--- config.mk ---
export PLATFORM = sky130hd
export DESIGN_NAME = hsv_to_rgb
export DESIGN_NICKNAME = d
export VERILOG_FILES = /design/src/design/hsv2rgb_pkg.sv /design/src/design/hsv_to_rgb.sv
export SDC_FILE = /design/constraint.sdc
export NUM_CORES = 2
export LEC_CHECK = 0
export BUFFER_PORTS_ARGS = -buffer_cell sky130_fd_sc_hd__clkbuf_2
export CAP_MARGIN = 20
export CORE_MARGIN = 2
export CORE_UTILIZATION = 55
export DETAILED_ROUTE_END_ITERATION = 6
export PLACE_DENSITY_LB_ADDON = 0.05
export SYNTH_ARGS = -nofsm -noshare
export SYNTH_HDL_FRONTEND = slang
export SYNTH_SLANG_ARGS = --single-unit
export TNS_END_PERCENT = 50
--- constraint.sdc ---
create_clock -name aclk -period 35.4 [get_ports aclk]
set_input_delay 5.31 -clock aclk [delete_from_list [all_inputs] [get_ports aclk]]
set_output_delay 5.31 -clock aclk [all_outputs]
set_load 0.02 [all_outputs]
--- src/design/hsv2rgb_pkg.sv ---
`timescale 1ns / 1ps
// ----------------------------------------------------------------------------
// hsv2rgb_pkg
// Widths, fixed-point constants and sector codes for the HSV to RGB converter.
// ----------------------------------------------------------------------------
package hsv2rgb_pkg;

    // Component precision; M = 2^COMPONENT_BITS - 1 stands for 1.0
    localparam int COMPONENT_BITS = 8;
    localparam int HUE_W          = 13;

    // One 60 degree sector in 1/16 degree units
    localparam int SECTOR_UNITS = 960;
    localparam int SECTOR_COUNT = 6;
    localparam int REM_W        = $clog2(SECTOR_UNITS);
    // Whole sectors that fit in the hue field (hue may wrap past 360 deg)
    localparam int NUM_BANDS    = (2 ** HUE_W - 1) / SECTOR_UNITS;
    localparam int CNT_W        = $clog2(NUM_BANDS + 1);

    // Common denominator 960*M for p, q and t
    localparam longint unsigned COMP_MAX = (64'd1 << COMPONENT_BITS) - 64'd1;
    localparam longint unsigned DEN      = SECTOR_UNITS * COMP_MAX;
    localparam int CW = $clog2(DEN + 1);          // coefficient width
    localparam int XW = COMPONENT_BITS + CW;      // numerator width
    localparam int RSW = REM_W + COMPONENT_BITS;  // rem*S width

    // Reciprocal of DEN scaled by 2^XW; estimate is exact or one low
    localparam longint unsigned RECIP = (64'd1 << XW) / DEN;
    localparam int RW = $clog2(RECIP + 1);

    // Stream word widths, padded to whole bytes
    localparam int S_DATA_W = ((HUE_W + 2 * COMPONENT_BITS + 7) / 8) * 8;
    localparam int M_DATA_W = ((3 * COMPONENT_BITS + 7) / 8) * 8;

    // Hue sectors
    typedef enum logic [2:0] {
        SEC_R_TO_Y = 3'd0,
        SEC_Y_TO_G = 3'd1,
        SEC_G_TO_C = 3'd2,
        SEC_C_TO_B = 3'd3,
        SEC_B_TO_M = 3'd4,
        SEC_M_TO_R = 3'd5
    } sector_t;

    // Start of band n in hue units
    function automatic logic [HUE_W-1:0] band_base(input logic [CNT_W-1:0] n);
        return HUE_W'(int'(n) * SECTOR_UNITS);
    endfunction

    // Band number folded into the six sectors
    function automatic sector_t band_to_sector(input logic [CNT_W-1:0] n);
        logic [CNT_W-1:0] f;
        f = (n >= CNT_W'(SECTOR_COUNT)) ? n - CNT_W'(SECTOR_COUNT) : n;
        return sector_t'(f[2:0]);
    endfunction

endpackage

--- src/design/hsv_to_rgb.sv ---
`timescale 1ns / 1ps
// ----------------------------------------------------------------------------
// hsv_to_rgb
// Streaming HSV to RGB pixel converter, nine-stage pipeline.
// ----------------------------------------------------------------------------
// Takes one pixel per clock and returns it from the output register; the
// pipeline moves as a whole and holds when the result word is not taken, so
// the throughput is one word per cycle as long as m_tready stays high. Hue is
// in 1/16 degree (sector = 960 units), saturation and brightness are
// fractions of 255. p, q and t are formed over one common denominator
// 960*255 and each is divided by a reciprocal multiply with a one-step
// correction. Components are truncated toward zero.
module hsv_to_rgb
    import hsv2rgb_pkg::*;
(
    input  logic                aclk,
    input  logic                aresetn,
    input  logic                s_tvalid,
    output logic                s_tready,
    input  logic [S_DATA_W-1:0] s_tdata,  // hue[12:0], saturation, brightness
    output logic                m_tvalid,
    input  logic                m_tready,
    output logic [M_DATA_W-1:0] m_tdata   // red, green, blue
);

    localparam int CB = COMPONENT_BITS;

    // Pipeline advances whenever the output slot is free or being taken
    logic en;
    assign en       = !m_tvalid || m_tready;
    assign s_tready = en;

    logic [8:0] vld_reg;

    // Input field unpack
    logic [HUE_W-1:0] in_hue;
    logic [CB-1:0]    in_sat, in_val;
    assign in_hue = s_tdata[HUE_W-1:0];
    assign in_sat = s_tdata[HUE_W +: CB];
    assign in_val = s_tdata[HUE_W+CB +: CB];

    // Stage 1: band count by independent threshold compares
    logic [CNT_W-1:0] cnt_next, cnt_reg;
    logic [HUE_W-1:0] hue1_reg;
    logic [CB-1:0]    sat1_reg, val1_reg;

    always_comb begin
        cnt_next = '0;
        for (int k = 1; k <= NUM_BANDS; k++) begin
            if (in_hue >= HUE_W'(k * SECTOR_UNITS)) begin
                cnt_next = cnt_next + CNT_W'(1);
            end
        end
    end

    // Stage 2: sector and position in sector
    logic [HUE_W-1:0] rem_full;
    logic [REM_W-1:0] rem2_reg;
    sector_t          sec2_reg;
    logic [CB-1:0]    sat2_reg, val2_reg;
    assign rem_full = hue1_reg - band_base(cnt_reg);

    // Stage 3: rem*S and 960*S
    logic [RSW-1:0] rs3_reg;
    logic [CW-1:0]  s960_3_reg;
    sector_t        sec3_reg;
    logic [CB-1:0]  val3_reg;

    // Stage 4: coefficients of V for p, q, t
    logic [CW-1:0] cp4_reg, cq4_reg, ct4_reg;
    sector_t       sec4_reg;
    logic [CB-1:0] val4_reg;

    // Stage 5: numerators
    logic [XW-1:0] xp5_reg, xq5_reg, xt5_reg;
    sector_t       sec5_reg;
    logic [CB-1:0] val5_reg;

    // Stage 6: quotient estimates
    logic [XW+RW-1:0] ep_full, eq_full, et_full;
    logic [CB-1:0]    ep6_reg, eq6_reg, et6_reg;
    logic [XW-1:0]    xp6_reg, xq6_reg, xt6_reg;
    sector_t          sec6_reg;
    logic [CB-1:0]    val6_reg;
    assign ep_full = (XW+RW)'(xp5_reg) * (XW+RW)'(RECIP);
    assign eq_full = (XW+RW)'(xq5_reg) * (XW+RW)'(RECIP);
    assign et_full = (XW+RW)'(xt5_reg) * (XW+RW)'(RECIP);

    // Stage 7: residuals numerator - estimate*DEN
    logic [XW-1:0] resp7_reg, resq7_reg, rest7_reg;
    logic [CB-1:0] ep7_reg, eq7_reg, et7_reg;
    sector_t       sec7_reg;
    logic [CB-1:0] val7_reg;

    // Stage 8: corrected p, q, t
    logic [CB-1:0] p8_reg, q8_reg, t8_reg;
    sector_t       sec8_reg;
    logic [CB-1:0] val8_reg;

    // Output select per sector
    logic [CB-1:0] r_next, g_next, b_next;
    logic [CB-1:0] r_reg, g_reg, b_reg;

    always_comb begin
        case (sec8_reg)
            SEC_R_TO_Y: begin r_next = val8_reg; g_next = t8_reg;   b_next = p8_reg;   end
            SEC_Y_TO_G: begin r_next = q8_reg;   g_next = val8_reg; b_next = p8_reg;   end
            SEC_G_TO_C: begin r_next = p8_reg;   g_next = val8_reg; b_next = t8_reg;   end
            SEC_C_TO_B: begin r_next = p8_reg;   g_next = q8_reg;   b_next = val8_reg; end
            SEC_B_TO_M: begin r_next = t8_reg;   g_next = p8_reg;   b_next = val8_reg; end
            default:    begin r_next = val8_reg; g_next = p8_reg;   b_next = q8_reg;   end
        endcase
    end

    // Valid bits
    always_ff @(posedge aclk) begin
        if (!aresetn) begin
            vld_reg <= '0;
        end else if (en) begin
            vld_reg <= {vld_reg[7:0], s_tvalid};
        end
    end

    // Data path registers
    always_ff @(posedge aclk) begin
        if (en) begin
            // stage 1
            cnt_reg  <= cnt_next;
            hue1_reg <= in_hue;
            sat1_reg <= in_sat;
            val1_reg <= in_val;
            // stage 2
            rem2_reg <= rem_full[REM_W-1:0];
            sec2_reg <= band_to_sector(cnt_reg);
            sat2_reg <= sat1_reg;
            val2_reg <= val1_reg;
            // stage 3
            rs3_reg    <= RSW'(rem2_reg) * RSW'(sat2_reg);
            s960_3_reg <= CW'(sat2_reg) * CW'(SECTOR_UNITS);
            sec3_reg   <= sec2_reg;
            val3_reg   <= val2_reg;
            // stage 4
            cp4_reg  <= CW'(DEN) - s960_3_reg;
            cq4_reg  <= CW'(DEN) - CW'(rs3_reg);
            ct4_reg  <= CW'(DEN) - s960_3_reg + CW'(rs3_reg);
            sec4_reg <= sec3_reg;
            val4_reg <= val3_reg;
            // stage 5
            xp5_reg  <= XW'(val4_reg) * XW'(cp4_reg);
            xq5_reg  <= XW'(val4_reg) * XW'(cq4_reg);
            xt5_reg  <= XW'(val4_reg) * XW'(ct4_reg);
            sec5_reg <= sec4_reg;
            val5_reg <= val4_reg;
            // stage 6
            ep6_reg  <= ep_full[XW +: CB];
            eq6_reg  <= eq_full[XW +: CB];
            et6_reg  <= et_full[XW +: CB];
            xp6_reg  <= xp5_reg;
            xq6_reg  <= xq5_reg;
            xt6_reg  <= xt5_reg;
            sec6_reg <= sec5_reg;
            val6_reg <= val5_reg;
            // stage 7
            resp7_reg <= xp6_reg - XW'(ep6_reg) * XW'(DEN);
            resq7_reg <= xq6_reg - XW'(eq6_reg) * XW'(DEN);
            rest7_reg <= xt6_reg - XW'(et6_reg) * XW'(DEN);
            ep7_reg   <= ep6_reg;
            eq7_reg   <= eq6_reg;
            et7_reg   <= et6_reg;
            sec7_reg  <= sec6_reg;
            val7_reg  <= val6_reg;
            // stage 8: estimate is one low when the residual reaches DEN
            p8_reg   <= ep7_reg + CB'(resp7_reg >= XW'(DEN));
            q8_reg   <= eq7_reg + CB'(resq7_reg >= XW'(DEN));
            t8_reg   <= et7_reg + CB'(rest7_reg >= XW'(DEN));
            sec8_reg <= sec7_reg;
            val8_reg <= val7_reg;
            // output word
            r_reg <= r_next;
            g_reg <= g_next;
            b_reg <= b_next;
        end
    end

    assign m_tvalid = vld_reg[8];
    assign m_tdata  = M_DATA_W'({b_reg, g_reg, r_reg});

endmodule
==> impl_metrics.ini <==
[clocking]
path_clk_slew_ns = 0.06
clockBufferDepth = 3
cts_hold_buf = 0
cts_buffers = 59
clock_latency_ns = 0.65
ctsRootBufferMaster = clkbuf_16
post-cts-setup-buffers = 0
cts_tree = yes
htree_levels = 2
cts_resized = 0
cts.sinks = 498

[drt]
via_per_inst = 5.23
firstDrtPassIters = 7
drc = 0
postRouteAntennaNets = 0
vias = 28600
routed_wl_um = 86100
drtIter0Drc = 1271
wire_per_inst_um = 15.7

[synthesis]
syn_nets = 5393
yosysMostFrequentCell = inv_1
yosys-top-cells-area = edfxtp_1 32%, fa_1 19%, ha_1 17%
yosys.area.top_type = edfxtp_1
yosys-top-cells-count = 831 x inv_1, 634 x ha_1, 489 x edfxtp_1
syn_area_per_cell_um2 = 10.8
synth_edf_count = 489
async_flop_share_pct = 0
synth_top_area_share_pct = 31.9
syn-cell-area_mm2 = 0.0460
ys_seq_area_share_pct = 32.3
yosys_register_bits = 498
syn_inst = 4276
synth_warnings = 0
synth.distinct_cells = 70
ys.flop_type = edfxtp_1

[grt]
track_usage_pct = 21.0
grt_max_degree = 136
grt_pass1_vias = 29500
gr-total-overflow = 0
grt_pass1_wl_um = 147000
antenna_found_initial = 2

[cells_and_area]
layout.nets = 5461
regArea_mm2 = 0.0149
fillCellCount = 7158
syn2layout_area_growth_pct = 7.48
num_antenna_cells = 0
largest_reg_flops = 26
layout-drive-gt1-share_pct = 4.53
multiInputGateArea_mm2 = 0.0277

[sta]
period_needed_ns = 12.17
setup_tns_ns = 0
finalSetupViolations = 0
fin_crit_sh_pct = 34.4
fmax_mhz = 82.2
max_slew_margin_pct = 35.9
skew_ns = 0.0407
hold_viol = 0
drv_slew = 0
worst_pin_slew_ns = 0.962
rsz0062_at_grt = no

[worst_setup_path]
crit_path_start_kind = primary input
required_ns = 30.09
end_kind = output port
cp.arrival_ns = 6.86
cp_slowest_stage_delay_ns = 0.68
r2r-start = ep6_reg[5]
crit_slowest_cell = nor2b_1
rr_endpoint = resp7_reg[25]
crit_fanout = 135
cp_cell_sequence = clkbuf_2 -> nor2b_1 -> inv_8 -> clkbuf_2
cp_common_cell = clkbuf_2
rrSetupSlack_ns = 29.29
critPathKind = in -> out
rr_worst_depth = 21

[run]
maxCapViolCount = 0

[hold_path]
worstHoldStart = val6_reg[4]
hold_depth = 0
min_to = val7_reg[4]
hold_class = reg -> reg

[floorplanning]
start_util_pct = 55.3
std_cell_rows = 106
io_pins = 62
die_h_um = 293
die_width_um = 293
die_area_mm2 = 0.0859
core_area_mm2 = 0.0832

[placement]
routabilityCongestion = 0.810
port_buffers = 58
hpwl_um = 66400

[status]
status = complete, no violations
-- area by class of cell --
type,count,share of cell area (%)
Clock buffer,72,3.09
Inverter,832,6.33
Tap cell,1080,2.73
Sequential cell,498,30.1
Timing Repair Buffer,76,0.861
Clock inverter,38,0.792
Multi-Input combinational cell,2877,56.1
-- routing by layer --
layer / wire, µm / GRT usage, % / share of wire [%]
met5: 0 / 0 / 0
met3: 2190 / 1.95 / 2.5
met2: 41100 / 35.6 / 48
met1: 41100 / 29.5 / 48
met4: 1660 / 4.50 / 1.9
-- placed cells by master (no fill, tap or decap), types with 24 or more instances in the layout --
master and count:
a211oi_1 28, a21o_1 59, a21oi_1 140, and2_1 229, clkbuf_16 59, clkbuf_2 58
edfxtp_1 489, fa_1 447, ha_1 634, inv_1 831, mux2i_1 27, nand2_1 364
nand2b_1 24, nand3_1 58, nor2_1 153, nor2b_1 38, nor3_1 49, o21a_1 27
o21ai_0 91, o21bai_1 26, xnor2_1 172, xor2_1 78
-- worst max-delay path, delay by kind of cell --
kind | cells | cell delay [ns]
buf+inv | 3 | 0.85
simple gates | 1 | 0.68
-- cell families (layout without fill, tap and decap cells) --
kind of cell,after synthesis,after routing,share of synthesized area (%)
compound gates,498,498,7.23
simple gates,1006,1006,10.7
fa+ha+maj,1081,1081,36.7
buf+inv,901,1018,7.35
mux,42,42,0.955
xor+xnor,250,250,4.76
flops,498,498,32.3
-- how the worst max path moves through the flow --
stage,endpoint,slack [ns],cells after the start,from
floorplan,s_tready,15.30,3,m_tready
global placement,s_tready,23.14,4,m_tready
detailed placement,s_tready,23.12,4,m_tready
CTS,s_tready,23.11,4,m_tready
global route,s_tready,23.02,4,m_tready
finish,s_tready,23.23,4,m_tready
-- through the flow --
step,instance area (µm²),worst slack [ns],std cells,hold WS (ns),utilization [%]
2_1_floorplan,46000,15.30,4276,0.400,-
3_3_place_gp,47500,23.14,5363,0.401,57.1
3_5_place_dp,47500,23.12,5363,0.405,57.1
4_1_cts,49400,23.11,5473,0.409,59.4
5_1_grt,49400,23.02,5473,0.414,59.4
6_report,49400,23.23,5473,0.410,59.4
Power is not shown: default switching activity piles up to over one toggle a cycle in this logic, so the estimate is an artifact.
